### config.mk
export PLATFORM = sky130hd
export DESIGN_NAME = jtli_muldiv
export DESIGN_NICKNAME = d
export VERILOG_FILES = /design/src/jtli_pkg.sv /design/src/jtli_muldiv.sv
export SDC_FILE = /design/constraint.sdc
export NUM_CORES = 2
export LEC_CHECK = 0
export BUFFER_PORTS_ARGS = -buffer_cell sky130_fd_sc_hd__buf_2
export CAP_MARGIN = 25
export CORE_MARGIN = 4
export CORE_UTILIZATION = 50
export DETAILED_ROUTE_END_ITERATION = 16
export GPL_ROUTABILITY_DRIVEN = 0
export PLACE_DENSITY = 0.67
export REMOVE_ABC_BUFFERS = 1
export SYNTH_ARGS = -nofsm -noshare
export SYNTH_HDL_FRONTEND = slang
export SYNTH_SLANG_ARGS = --single-unit
### constraint.sdc
create_clock -name clk -period 11.3 [get_ports clk]
set_input_delay 1.13 -clock clk [delete_from_list [all_inputs] [get_ports clk]]
set_output_delay 1.13 -clock clk [all_outputs]
set_load 0.01 [all_outputs]
### src/jtli_pkg.sv
// ----------------------------------------------------------------------------
// jtli_pkg
// Shared types and constants for the joint trajectory linear interpolator.
// ----------------------------------------------------------------------------
package jtli_pkg;

  localparam int MAX_WAYPOINTS = 64;
  localparam int MAX_JOINTS    = 6;
  localparam int WP_AW         = $clog2(MAX_WAYPOINTS);
  localparam int JT_W          = $clog2(MAX_JOINTS);
  localparam int CNT_W         = $clog2(MAX_WAYPOINTS + 1);
  localparam int POS_AW        = WP_AW + JT_W;

  typedef logic [1:0] cmd_t;
  localparam cmd_t CMD_CLEAR  = 2'd0;
  localparam cmd_t CMD_APPEND = 2'd1;
  localparam cmd_t CMD_QUERY  = 2'd2;

  typedef logic [2:0] status_t;
  localparam status_t ST_DONE    = 3'd0;
  localparam status_t ST_INTERP  = 3'd1;
  localparam status_t ST_FIRST   = 3'd2;
  localparam status_t ST_LAST    = 3'd3;
  localparam status_t ST_INVALID = 3'd4;
  localparam status_t ST_NEGTIME = 3'd5;
  localparam status_t ST_FULL    = 3'd6;
  localparam status_t ST_ORDER   = 3'd7;

  typedef struct packed {
    logic              t_we;
    logic [WP_AW-1:0]  t_waddr;
    logic [31:0]       t_wdata;
    logic [WP_AW-1:0]  t_raddr;
    logic              p_we;
    logic [POS_AW-1:0] p_waddr;
    logic [31:0]       p_wdata;
    logic [POS_AW-1:0] p_raddr;
  } store_req_t;

  typedef struct packed {
    logic        start;
    logic [32:0] mag;
    logic [31:0] span;
    logic [31:0] den;
  } md_req_t;

endpackage

### src/jtli_muldiv.sv
// ----------------------------------------------------------------------------
// jtli_muldiv
// Multiplies two magnitudes, then divides by a restoring loop, one bit a cycle.
// ----------------------------------------------------------------------------
module jtli_muldiv (
  input  logic              clk,
  input  logic              rst,
  input  jtli_pkg::md_req_t req,
  output logic              done,
  output logic [32:0]       quo
);
  import jtli_pkg::*;

  logic        busy;
  logic        mul_phase;
  logic [5:0]  cnt;
  logic [32:0] mag;
  logic [31:0] span;
  logic [31:0] den;
  logic [31:0] rem;
  logic [63:0] dvd;
  logic [64:0] prod;
  logic [32:0] rem_sh;
  logic        ge;

  assign prod   = mag * span;
  assign rem_sh = {rem, dvd[63]};
  assign ge     = rem_sh >= {1'b0, den};
  assign quo    = dvd[32:0];

  always_ff @(posedge clk) begin
    if (rst) begin
      busy      <= 1'b0;
      mul_phase <= 1'b0;
      done      <= 1'b0;
      cnt       <= '0;
    end else begin
      done <= 1'b0;
      if (req.start) begin
        busy      <= 1'b1;
        mul_phase <= 1'b1;
        mag       <= req.mag;
        span      <= req.span;
        den       <= req.den;
      end else if (busy && mul_phase) begin
        mul_phase <= 1'b0;
        dvd       <= prod[63:0];
        rem       <= '0;
        cnt       <= '0;
      end else if (busy) begin
        rem <= ge ? 32'(rem_sh - {1'b0, den}) : rem_sh[31:0];
        dvd <= {dvd[62:0], ge};
        cnt <= cnt + 6'd1;
        if (cnt == 6'd63) begin
          busy <= 1'b0;
          done <= 1'b1;
        end
      end
    end
  end

endmodule

==> impl_metrics.yaml <==
clock_network:
  clock_sinks: 202
  post_cts_buffers: 0
  numCtsBuffers: 25
  cts_tree: "yes"
  htree_levels: 1
  cts_root_buffer: "clkbuf_16"
  clock_path_buffers: 3
  clk_latency_ps: 590
  clk_pin_slew_ps: 70
  holdBufCountCts: 0
  post_cts_resized: 0
worst_hold_path:
  worstHoldStart: "cnt[5]"
  min_path_cells: 2
  hold_path_class: "reg -> reg"
  holdPathEnd: "cnt[5]"
setup_path:
  regToRegStartpoint: "span[10]"
  startpoint: "span[10]"
  startpoint_type: "register"
  critPathKind: "reg -> reg"
  r2r-end: "dvd[61]"
  r2r_cells: 26
  required_ps: 11610
  cp.arrival_ps: 8870
  cp_max_fo: 18
  end_kind: "register"
  r2r_slack_ps: 2740
route:
  dr_wl_met2_um: 56700
  highest_layer: "met5"
  vias_per_cell: 5.48
  avgRoutedWirePerCell_um: 20.7
  first_pass_iters: 6
  routed-wl-met3_um: 9390
  via_count: 31000
  drt-initial-drc-count: 2476
  drc_errors: 0
  wirelength_um: 117000
  ant_nets: 0
  met1_length_um: 45400
floorplan:
  die-area_um2: 91100
  core_area_um2: 85400
  start_util_pct: 50.6
  die_h_um: 302
  core.rowCount: 107
  die_x_um: 302
  io_pins: 134
sta:
  skew_ps: 17.4
  period_needed_ps: 8560
  timing.final.crit_share_pct: 75.8
  rsz0062_at_grt: "no"
  slew_headroom_pct: 41.4
  tightest_slew_ps: 879
  tns_ps: 0
  setup_viol: 0
  timing.fmax_mhz: 117
  hold_viol: 0
  finalMaxSlewViolations: 0
synth:
  netlist_instances: 4544
  yosysUniqueCellTypes: 80
  synth_area_um2: 43200
  netlist.area_leader.share_pct: 42.9
  synth.largest_area_cell: "fa_1"
  synth_flop_cell: "edfxtp_1"
  yosysSeqAreaShare_pct: 13.8
  syn_area_per_cell_um2: 9.50
  async_reset_ff_share_pct: 0
  synth-edff-count: 193
  synth_common_cells: "965 x inv_1, 926 x fa_1, 712 x nand2_1"
  synth_area_leaders: "fa_1 43%, edfxtp_1 13%, ha_1 8.4%"
  synth-seq-cells: 202
  synth.most_common_cell: "inv_1"
  ys.warnings.count: 0
outcome:
  status: "completed"
finish:
  synthToLayoutAreaGrowth_pct: 5.43
  nets: 5818
  final_util_pct: 53.3
  drive_gt1_share_pct: 6.24
  final-instance-count-excl-fill: 5664
placed_design:
  dp_cells: 5614
  place_hpwl_um: 88500
  port_buffers: 133
global_route:
  grt_pass1_vias: 33200
  grt_max_degree: 89
  antenna_found_initial: 5
  grt_use_total_pct: 26.6
  grt_pass1_wl_um: 187000
  overflow: 0
flow_run:
  cap_violations: 0
==> cells by family after synthesis <==
logic type,share of synthesized area (%)
AND/OR/NAND/NOR,15.5
buffers and inverters,11.3
adder cells (fa/ha/maj),51.4
AO/OA/AOI/OAI,5.68
flip-flops,13.8
XOR/XNOR,1.78
multiplexers,0.559
==> stage by stage <==
step | cell area (um^2) | setup WS (ps) | hold WS (ps)
after global routing | 45500 | 2500 | 549
after CTS | 45400 | 2880 | 499
after detailed placement | 44600 | 2880 | 489
after global placement | 44600 | 3060 | 469
final | 45500 | 2740 | 500
after floorplan | 41900 | 3820 | 454
==> sequential cells by signal, summed over array words and instances (netlist names) <==
name	count
span	32
done	1
den	32
rem	32
cnt	6
dvd	64
mag	33
mul_phase	1
busy	1
==> area by class of cell <==
| class | instances | area, um^2 |
|---|---|---|
| Antenna cell | 1 | 2.50 |
| Clock buffer | 34 | 689 |
| Clock inverter | 11 | 140 |
| Fill cell | 7754 | 39900 |
| Inverter | 965 | 3620 |
| Multi-Input combinational cell | 3098 | 32400 |
| Sequential cell | 202 | 5980 |
| Tap cell | 1144 | 1430 |
| Timing Repair Buffer | 209 | 1310 |
==> cell usage in the layout (no fill, tap or decap), types with 4 or more instances in the layout <==
| master | n |
|---|---|
| nor2b_1 | 6 |
| o21ai_0 | 91 |
| a41oi_1 | 4 |
| a31oi_1 | 14 |
| fa_1 | 926 |
| nand3_1 | 20 |
| o21ai_1 | 15 |
| ha_1 | 291 |
| nor2_1 | 88 |
| xnor2_1 | 53 |
| inv_1 | 965 |
| nand2b_1 | 5 |
| nand2_1 | 712 |
| a21o_1 | 55 |
| o21bai_1 | 19 |
| mux2i_1 | 23 |
| o31a_1 | 4 |
| buf_2 | 133 |
| and2_1 | 476 |
| o21a_1 | 10 |
| edfxtp_1 | 193 |
| nor3_1 | 21 |
| and3_1 | 5 |
| o2111ai_1 | 4 |
| dfxtp_1 | 9 |
| or3_1 | 4 |
| o211ai_1 | 7 |
| buf_4 | 71 |
| a211oi_1 | 16 |
| xor2_1 | 35 |
| clkbuf_1 | 6 |
| a21oi_1 | 98 |
| clkbuf_16 | 25 |
| o31ai_1 | 5 |
| nand4_1 | 27 |
==> critical path, stage by stage (launching register included) <==
cell and delay (ps):
edfxtp_1 930, buf_4 460, nand2_1 120, fa_1 400, inv_1 70, fa_1 430, fa_1 510, inv_1 50
fa_1 470, inv_1 60, fa_1 510, inv_1 60, fa_1 530, inv_1 50, fa_1 510, fa_1 430
ha_1 410, nand4_2 150, nor3_2 210, nand4_1 160, a31oi_2 250, o211ai_2 200, a2111oi_4 530, nor2_2 180
o41ai_2 370, xnor2_1 160, o21ai_1 70
==> layer usage <==
metal	vias to the layer above	GRT usage, %
li1	13500	-
met1	15900	35.1
met2	1305	44.9
met3	302	4.23
met4	2	9.76
met5	-	0
==> worst max path at each step <==
stage                    to  depth (start not counted)  slack (ps)
detailed placement  dvd[61]                         26        2880
CTS                 dvd[61]                         26        2880
finish              dvd[61]                         26        2740
global placement    dvd[61]                         26        3060
global route        dvd[61]                         26        2500
floorplan           dvd[61]                         24        3820
Power is left out: the tool's default activity adds up to more than one toggle a clock period on the data nets, which glitch-free logic cannot reach.
